--- config.mk ---
export PLATFORM = sky130hd
export DESIGN_NAME = pip_back
export DESIGN_NICKNAME = d
export VERILOG_FILES = /design/src/sv/pip_pkg.sv /design/src/sv/pip_back.sv
export SDC_FILE = /design/constraint.sdc
export NUM_CORES = 2
export LEC_CHECK = 0
export ABC_AREA = 1
export BUFFER_PORTS_ARGS = -buffer_cell sky130_fd_sc_hd__buf_2
export CORE_MARGIN = 1.5
export CORE_UTILIZATION = 55
export CTS_CLUSTER_SIZE = 12
export DETAILED_ROUTE_END_ITERATION = 10
export PLACE_DENSITY_LB_ADDON = 0.08
export SYNTH_ARGS = -nofsm -noshare
export SYNTH_HDL_FRONTEND = slang
export SYNTH_SLANG_ARGS = --single-unit
--- constraint.sdc ---
create_clock -name i_clk -period 7.9 [get_ports i_clk]
set_input_delay 0.395 -clock i_clk [delete_from_list [all_inputs] [get_ports i_clk]]
set_output_delay 0.395 -clock i_clk [all_outputs]
set_load 0.05 [all_outputs]
--- src/sv/pip_pkg.sv ---
// Types and constants shared by the point-in-polygon modules.
`timescale 1ns / 1ps

package pip_pkg;

    typedef enum logic [1:0] {
        FN_START  = 2'd0,
        FN_APPEND = 2'd1,
        FN_QUERY  = 2'd2
    } t_func;

    typedef enum logic [1:0] {
        S_IDLE,
        S_WALK,
        S_DONE
    } t_state;

    // Head of the queue between the front and back parts.
    typedef struct packed {
        logic  valid;
        t_func func;
    } t_head;

    localparam int Q_DEPTH = 2;
    localparam int Q_AW    = $clog2(Q_DEPTH);

endpackage

--- src/sv/pip_back.sv ---
// Back part: vertex store, bounding box and the pipelined edge walker.
`timescale 1ns / 1ps

module pip_back
    import pip_pkg::*;
#(
    parameter int MAX_VERTICES = 64,
    parameter int COORD_BITS   = 16
) (
    input  logic                         i_clk,
    input  logic                         i_rst_n,
    input  t_head                        i_head,
    input  logic signed [COORD_BITS-1:0] i_head_x,
    input  logic signed [COORD_BITS-1:0] i_head_y,
    output logic                         o_pop,
    output logic                         o_valid,
    input  logic                         i_stall,
    output logic                         o_inside_res
);

    localparam int AW = $clog2(MAX_VERTICES);
    localparam int CW = $clog2(MAX_VERTICES + 1);
    localparam int C  = COORD_BITS;
    localparam int PW = 2 * C + 2;

    t_state                 r_state;
    t_state                 n_state;

    logic signed [C-1:0]    r_mem_x [MAX_VERTICES];
    logic signed [C-1:0]    r_mem_y [MAX_VERTICES];

    logic [CW-1:0]          r_count;
    logic signed [C-1:0]    r_min_x;
    logic signed [C-1:0]    r_min_y;
    logic signed [C-1:0]    r_max_x;
    logic signed [C-1:0]    r_max_y;
    logic signed [C-1:0]    r_px;
    logic signed [C-1:0]    r_py;

    logic                   head_query;
    logic                   box_miss;
    logic                   store_full;
    logic                   do_start;
    logic                   do_append;
    logic                   walk_go;
    logic                   load_out;
    logic                   out_free;

    // Read issue stage.
    logic                   r_issue_on;
    logic [AW-1:0]          r_rd_addr;
    logic                   rd_last;
    logic                   r_rd_vld;
    logic                   r_rd_first;
    logic                   r_rd_last;
    logic signed [C-1:0]    r_rd_x;
    logic signed [C-1:0]    r_rd_y;

    // Edge forming stage.
    logic                   r_wrap;
    logic signed [C-1:0]    r_first_x;
    logic signed [C-1:0]    r_first_y;
    logic signed [C-1:0]    r_prev_x;
    logic signed [C-1:0]    r_prev_y;
    logic                   n_e_vld;
    logic                   r_e_vld;
    logic                   r_e_last;
    logic signed [C-1:0]    r_ax;
    logic signed [C-1:0]    r_ay;
    logic signed [C-1:0]    r_bx;
    logic signed [C-1:0]    r_by;

    // Classify and difference stage.
    logic                   swap;
    logic signed [C-1:0]    lx;
    logic signed [C-1:0]    ly;
    logic signed [C-1:0]    rx;
    logic signed [C-1:0]    ry;
    logic                   r_d_vld;
    logic                   r_d_last;
    logic                   r_d_span;
    logic                   r_d_below;
    logic                   r_d_above;
    logic signed [C:0]      r_sx;
    logic signed [C:0]      r_sy;
    logic signed [C:0]      r_tx;
    logic signed [C:0]      r_ty;

    // Product stage.
    logic                   r_m_vld;
    logic                   r_m_last;
    logic                   r_m_span;
    logic                   r_m_below;
    logic                   r_m_above;
    logic signed [PW-1:0]   r_p1;
    logic signed [PW-1:0]   r_p2;
    logic                   hit;

    logic                   r_parity;
    logic                   r_out_vld;
    logic                   r_out;

    assign head_query = i_head.valid && (i_head.func == FN_QUERY);
    assign box_miss   = (r_count == '0) ||
                        (i_head_x < r_min_x) || (i_head_x > r_max_x) ||
                        (i_head_y < r_min_y) || (i_head_y > r_max_y);
    assign store_full = (r_count >= CW'(MAX_VERTICES));
    assign out_free   = !r_out_vld || !i_stall;

    always_comb begin
        n_state = r_state;
        case (r_state)
            S_IDLE: begin
                if (head_query) begin
                    n_state = box_miss ? S_DONE : S_WALK;
                end
            end
            S_WALK: begin
                if (r_m_vld && r_m_last) begin
                    n_state = S_DONE;
                end
            end
            S_DONE: begin
                if (out_free) begin
                    n_state = S_IDLE;
                end
            end
            default: n_state = S_IDLE;
        endcase
    end

    always_comb begin
        o_pop     = 1'b0;
        do_start  = 1'b0;
        do_append = 1'b0;
        walk_go   = 1'b0;
        load_out  = 1'b0;
        case (r_state)
            S_IDLE: begin
                o_pop     = i_head.valid;
                do_start  = i_head.valid && (i_head.func == FN_START);
                do_append = i_head.valid && (i_head.func == FN_APPEND) && !store_full;
                walk_go   = head_query && !box_miss;
            end
            S_DONE: begin
                load_out = out_free;
            end
            default: begin
                o_pop = 1'b0;
            end
        endcase
    end

    assign rd_last = (CW'(r_rd_addr) == r_count - CW'(1));

    always_ff @(posedge i_clk) begin
        if (!i_rst_n) begin
            r_state    <= S_IDLE;
            r_count    <= '0;
            r_min_x    <= '0;
            r_min_y    <= '0;
            r_max_x    <= '0;
            r_max_y    <= '0;
            r_issue_on <= 1'b0;
            r_rd_addr  <= '0;
            r_rd_vld   <= 1'b0;
            r_wrap     <= 1'b0;
            r_e_vld    <= 1'b0;
            r_d_vld    <= 1'b0;
            r_m_vld    <= 1'b0;
            r_parity   <= 1'b0;
            r_out_vld  <= 1'b0;
        end else begin
            r_state <= n_state;

            if (do_start) begin
                r_count <= CW'(1);
                r_min_x <= i_head_x;
                r_max_x <= i_head_x;
                r_min_y <= i_head_y;
                r_max_y <= i_head_y;
            end else if (do_append) begin
                r_count <= r_count + CW'(1);
                if (r_count == '0) begin
                    r_min_x <= i_head_x;
                    r_max_x <= i_head_x;
                    r_min_y <= i_head_y;
                    r_max_y <= i_head_y;
                end else begin
                    if (i_head_x < r_min_x) r_min_x <= i_head_x;
                    if (i_head_x > r_max_x) r_max_x <= i_head_x;
                    if (i_head_y < r_min_y) r_min_y <= i_head_y;
                    if (i_head_y > r_max_y) r_max_y <= i_head_y;
                end
            end

            if (walk_go) begin
                r_issue_on <= 1'b1;
                r_rd_addr  <= '0;
            end else if (r_issue_on) begin
                r_rd_addr <= r_rd_addr + AW'(1);
                if (rd_last) begin
                    r_issue_on <= 1'b0;
                end
            end

            r_rd_vld <= r_issue_on;
            r_wrap   <= r_rd_vld && r_rd_last;
            r_e_vld  <= n_e_vld;
            r_d_vld  <= r_e_vld;
            r_m_vld  <= r_d_vld;

            if (o_pop && head_query) begin
                r_parity <= 1'b0;
            end else if (r_m_vld) begin
                r_parity <= r_parity ^ hit;
            end

            if (load_out) begin
                r_out_vld <= 1'b1;
            end else if (!i_stall) begin
                r_out_vld <= 1'b0;
            end
        end
    end

    // Vertex store: one write port, one registered read port.
    always_ff @(posedge i_clk) begin
        if (do_start) begin
            r_mem_x[0] <= i_head_x;
            r_mem_y[0] <= i_head_y;
        end else if (do_append) begin
            r_mem_x[r_count[AW-1:0]] <= i_head_x;
            r_mem_y[r_count[AW-1:0]] <= i_head_y;
        end
        if (r_issue_on) begin
            r_rd_x <= r_mem_x[r_rd_addr];
            r_rd_y <= r_mem_y[r_rd_addr];
        end
    end

    assign n_e_vld = (r_rd_vld && !r_rd_first) || r_wrap;

    always_comb begin
        swap = (r_ax > r_bx);
        lx   = swap ? r_bx : r_ax;
        ly   = swap ? r_by : r_ay;
        rx   = swap ? r_ax : r_bx;
        ry   = swap ? r_ay : r_by;
    end

    assign hit = r_m_span && !r_m_below && (r_m_above || (r_p1 < r_p2));

    always_ff @(posedge i_clk) begin
        if (o_pop && head_query) begin
            r_px <= i_head_x;
            r_py <= i_head_y;
        end
        if (r_issue_on) begin
            r_rd_first <= (r_rd_addr == '0);
            r_rd_last  <= rd_last;
        end

        if (r_rd_vld) begin
            r_prev_x <= r_rd_x;
            r_prev_y <= r_rd_y;
            if (r_rd_first) begin
                r_first_x <= r_rd_x;
                r_first_y <= r_rd_y;
            end
        end

        // The closing edge runs from the last vertex back to the first.
        r_e_last <= r_wrap;
        r_ax     <= r_prev_x;
        r_ay     <= r_prev_y;
        r_bx     <= r_wrap ? r_first_x : r_rd_x;
        r_by     <= r_wrap ? r_first_y : r_rd_y;

        r_d_last  <= r_e_last;
        r_d_span  <= (lx <= r_px) && (r_px < rx);
        r_d_below <= (ly < r_py) && (ry < r_py);
        r_d_above <= (ly >= r_py) && (ry >= r_py);
        r_sx      <= {rx[C-1], rx} - {lx[C-1], lx};
        r_sy      <= {ry[C-1], ry} - {ly[C-1], ly};
        r_tx      <= {r_px[C-1], r_px} - {lx[C-1], lx};
        r_ty      <= {r_py[C-1], r_py} - {ly[C-1], ly};

        r_m_last  <= r_d_last;
        r_m_span  <= r_d_span;
        r_m_below <= r_d_below;
        r_m_above <= r_d_above;
        r_p1      <= PW'(r_sx) * PW'(r_ty);
        r_p2      <= PW'(r_sy) * PW'(r_tx);

        if (load_out) begin
            r_out <= r_parity;
        end
    end

    assign o_valid      = r_out_vld;
    assign o_inside_res = r_out;

endmodule

# Word-level counts from Yosys, hierarchy flattened
# Memory sizes are Yosys's and may differ from the RTL's. A register that Yosys moved wholly into a read port is not among the register bits.
# Index checks and enable logic that the tools add are counted.
# op_classes
add_sub_neg,7
multipliers,2
order_cmp,13
n_eq_ne,9
n_mux,50
bitwise_logic,2
n_reduce_logical,47
# op_table
operator,n
16-bit 2-to-1 mux,24
16-bit < comparator,5
17-bit by 17-bit multiplier with 34-bit output,2
16-bit by 16-bit subtractor with 17-bit output,4
16-bit > comparator,3
34-bit < comparator,1
16-bit >= comparator,2
16-bit OR reduction,2
1-bit 2-to-1 mux,19
16-bit <= comparator,1
1-bit logical AND,14
6-bit 2-to-1 mux,2
3-bit nonzero test,4
2-bit AND reduction,5
2-bit 2-to-1 mux,4
7-bit by 1-bit adder with 7-bit output (second input constant),1
6-bit by 7-bit == test with 1-bit output,1
7-bit >= comparator (second input constant),1
7-bit zero test,1
1-bit logical OR,7
7-bit by 1-bit subtractor with 7-bit output (second input constant),1
6-bit by 1-bit adder with 6-bit output (second input constant),1
1-bit zero test,6
6-bit zero test,1
11 further kinds,18
# totals
ff_bits,395
ram_bits,2048
inputBits,38
out_inout_bits,3
elab_cells,176
memories,2
# mem_list
memory,depth,width,read_ports,rd_clocked_by_memory_dff,write_ports,line,rtl
r_mem_x,64,16,1,1,1,pip_back.sv:29,logic signed [C-1:0] r_mem_x [MAX_VERTICES];
r_mem_y,64,16,1,1,1,pip_back.sv:30,logic signed [C-1:0] r_mem_y [MAX_VERTICES];

# Logic depth before layout (Yosys ltp)
# depth
depth_word,9
ltp_mapped,35
depth_no_buf,33

# Least setup slack after synthesis
# Ideal clock, no wire load.
# synth_path
path_kind,flip-flop to flip-flop
start,register r_tx[8]
end,register r_p2[30]
t_arrival_ns,5.744
required_time_ns,7.788
path_slack_ns,2.044
stages_incl_launch_ff,26
path_buffers,2
synth_period_minus_slack_ns,5.856
path_cell_list,dfxtp_1 clkbuf_1 clkbuf_1 nand2_1 fa_1 inv_1 fa_1 inv_1 fa_1 inv_1 fa_1 fa_1 inv_1 fa_1 inv_1 ha_1 nand2_1 o21ai_0 a21o_1 a21boi_0 o21ai_0 a21oi_1 o21ai_0 nand2_1 nand3_1 nand2_1
# synth_between
elab_chain_cells,1
# synth_lines
item,line,rtl
from (decl),pip_back.sv:86,logic signed [C:0] r_tx;
from (signal assigned),pip_back.sv:286,"r_tx <= {r_px[C-1], r_px} - {lx[C-1], lx};"
17-bit by 17-bit multiplier with 34-bit output,pip_back.sv:294,r_p2 <= PW'(r_sy) * PW'(r_tx);
to (signal assigned),pip_back.sv:294,
to (decl),pip_back.sv:96,logic signed [PW-1:0] r_p2;
# Every way passes these cells.
# A chain may end at the register's enable or synchronous reset.

# Worst setup path in the final report
# layout_path
start,register r_ty[2]
end,register r_p1[33]
# layout_between
elab_chain_cells,1
# layout_lines
item,line,rtl
from (decl),pip_back.sv:87,logic signed [C:0] r_ty;
from (signal assigned),pip_back.sv:287,"r_ty <= {r_py[C-1], r_py} - {ly[C-1], ly};"
17-bit by 17-bit multiplier with 34-bit output,pip_back.sv:293,r_p1 <= PW'(r_sx) * PW'(r_ty);
to (signal assigned),pip_back.sv:293,
to (decl),pip_back.sv:95,logic signed [PW-1:0] r_p1;
# Every way passes these cells.

==> run summary <==
Synth top area share: 0.542
Cell mode on critical path: fa_1
CP Class: register to register
Mapped Area: 121000 um^2
Distinct cells, synth: 63
CP peak stage delay: 1000 ps
Outcome: finished clean
Leakage power: 51.6 nW
Max Cap Viol: 0
Max Slew Vio Count: 0
Antenna-violating nets left: 0
Fill cell count: 17200
First-pass DRT Iterations: 6
Initial antenna violation count: 17
Vias in the first global route: 79100
Main flop type after synthesis: edfxtp_1
Hold Crit Class: primary input to register
WP data required: 8610 ps
Switch share: 0.341
Clock share of power: 0.295
EDFF count, synth: 2179
Clock Tree Buf Depth: 4
Routed vias: 81200
Iteration-0 DRC Markers: 8622
I/O pin count: 41
GPL Wtd Cong: 0.942
Routed Wire Length: 356000 um
Share of flip-flops with an asynchronous set or reset: 0
Fin. Hold Viols: 0
PortBufs: 40
Seq pwr share: 0.366
Largest net degree at the start of global routing: 216
Initial Utilization: 0.554
Skew final: 88.0 ps
Post-Syn Instances: 10600
Logic pwr share: 0.339
Tot GR Track Use: 0.318
Wire per inst: 26.2 um
Core Box Area: 218000 um^2
Power density over the cells: 306 nW/um^2
RSZ-0062 raised after global routing: no
Final-stage net count: 11500
Insertion delay to the later sink of the worst-skew pair: 960 ps
Ranking of synthesized cells by area: edfxtp_1 54%, fa_1 9.9%, o21ai_0 4.9%, dfxtp_1 4.9%, nor2_1 4.1%
Yosys reg bits: 2475
Top cells by count, synth: 2179 x edfxtp_1, 1309 x nor2_1, 1270 x nand2_1, 1238 x inv_1, 1185 x o21ai_0
Clk slew on worst S/H paths: 60 ps
Die area: 222000 um^2
Max Clock Freq: 0.150 GHz
Placed wire-length estimate: 217000 um
Slew @ Worst Pin: 1290 ps
Root buffer cell: clkbuf_16
Post-route clock period utilization: 0.843
Share of layout cells above drive strength 1: 0.0662
Largest area contributor in the netlist: edfxtp_1
Dpl cell area: 124000 um^2
Setup TNS: 0 ps
Post-synthesis sequential area ratio: 0.592
Crit-path cells: nand2_1 -> inv_1 -> fa_1 -> fa_1 -> fa_1 -> fa_1 -> fa_1 -> inv_1 -> fa_1 -> inv_1 -> ha_1 -> a21oi_1 -> o21ai_0 -> a21oi_1 -> nand2_1 -> a31oi_1 -> o21ai_0 -> xor2_1
NetSw: 13.9 mW
Int Pwr: 26.8 mW
Final min period: 6660 ps
CTS tree: done
Drc violations: 0
FP Rows: 171
Layout Area Growth over Synthesis: 9.97%
Finished Cell Area: 133000 um^2
Net count after synthesis: 11600
Worst EP arrival: 7370 ps
Rel. slew slack: 0.128
Worst vdd ir: 0.000459 V
Aggregate global routing overflow: 0
Synthesis Warnings: 0
CTS Sinks: 2475
H-tree depth: 5
Worst setup SP type: register
Worst Setup End Kind: register
Final setup fails: 0
Mean post-synth cell area: 11.4 um^2
Die Width: 471 um
Crit Path Max Fanout: 17
DR vias/cell: 5.99
CP max-delay cell: dfxtp_1
First-pass GRT wire length: 521000 um
TritonCTS buffer count: 280
Count leader, synth: edfxtp_1
Die height: 471 um
-- worst paths after layout --
check / to / startpoint / slack (ps) / depth (start not counted)
max: r_p1[33] / r_ty[2] / 1240 / 18
min reg2reg: r_m_span / r_d_span / 330 / 0
max reg2reg: r_p1[33] / r_ty[2] / 1240 / 18
min: r_count[2] / i_head[1] / 30 / 4
-- area by class of cell --
cell class                      count  area (um^2)  area share
Sequential cell                  2475        71400       0.538
Clock buffer                      389         7740      0.0584
Clock inverter                     66          488     0.00368
Antenna cell                        8         20.0    0.000151
Tap cell                         2854         3570      0.0269
Inverter                         1248         4710      0.0355
Timing Repair Buffer              257         2050      0.0154
Multi-Input combinational cell   6263        42700       0.322
-- timing repair --
action | in CTS | in global routing
buffers inserted | 0 | 0
hold buffers | 13 | 0
endpoints found under the hold margin | 77 | 0
gates resized for setup | 0 | 0
-- sequential cells by signal (all words and copies together), names as in the netlist, 17 cells and up --
name,flops
r_mem_y,1024
r_tx,17
r_p2,34
r_sy,17
r_ty,17
r_p1,34
r_mem_x,1024
r_sx,17
-- worst max-delay path: cells and delay by family (launching register included) --
| kind | cells | cell delay [ps] |
|---|---|---|
| flops | 1 | 1000 |
| fa+ha+maj | 7 | 3870 |
| simple gates | 2 | 340 |
| buf+inv | 3 | 290 |
| xor+xnor | 1 | 170 |
| compound gates | 5 | 850 |
-- cell families after synthesis --
kind of cell,after synthesis,synth area share
fa+ha+maj,947,0.135
mux,3,0.000249
xor+xnor,151,0.0110
flops,2475,0.592
simple gates,2864,0.0937
compound gates,2298,0.110
buf+inv,1854,0.0585
-- through the flow --
stage               utilization  power (mW)  worst slack [ps]  hold WS [ps]  cells
finish                    0.610        40.6              1240          33.2  13600
global route              0.610        43.0               885          19.8  13600
CTS                       0.610        40.8              1260          3.07  13600
floorplan                     -        24.6              2040           310  10600
detailed placement        0.571        28.9              1270           312  13100
global placement          0.571        28.7              1360           314  13100
-- cell usage in the layout (no fill, tap or decap), types with 7 or more instances in the layout --
cell           instances
a211oi_1              10
a21o_1                14
a21oi_1              279
a221oi_1              21
a22o_1                17
a31oi_1               69
a32o_1                 7
buf_12                15
buf_2                 40
buf_4                189
clkbuf_1              88
clkbuf_16            291
clkbuf_8               9
clkinv_1              40
clkinv_2              14
dfxtp_1              290
diode_2                8
dlygate4sd3_1         13
edfxtp_1            2179
fa_1                 594
ha_1                 353
inv_1               1236
nand2_1             1270
nand3_1              148
nand4_1               63
nor2_1              1243
nor2_4                64
nor3_1                30
nor4_1                11
o211ai_1              68
o21a_1                 7
o21ai_0             1185
o21ai_1               53
o21ai_2               25
o221ai_1             140
o22ai_1              356
or2_2                  9
xnor2_1               51
xor2_1               100
-- metal layers --
layer | vias up | share of wire | global-route usage
li1 | 36300 | - | -
met3 | 739 | 0.075 | 0.0438
met5 | - | 0.00019 | 0
met2 | 3501 | 0.47 | 0.509
met4 | 10 | 0.052 | 0.148
met1 | 40600 | 0.41 | 0.434
-- power groups by stage --
stage,clock (mW),combinational [mW],sequential (mW)
after floorplan,0,9.57,15.0
after global placement,0,13.5,15.2
after detailed placement,0,13.7,15.2
after CTS,12.1,13.8,14.9
after global routing,12.6,15.5,14.9
final,12.0,13.8,14.9
(Power assumes the default switching activity.)
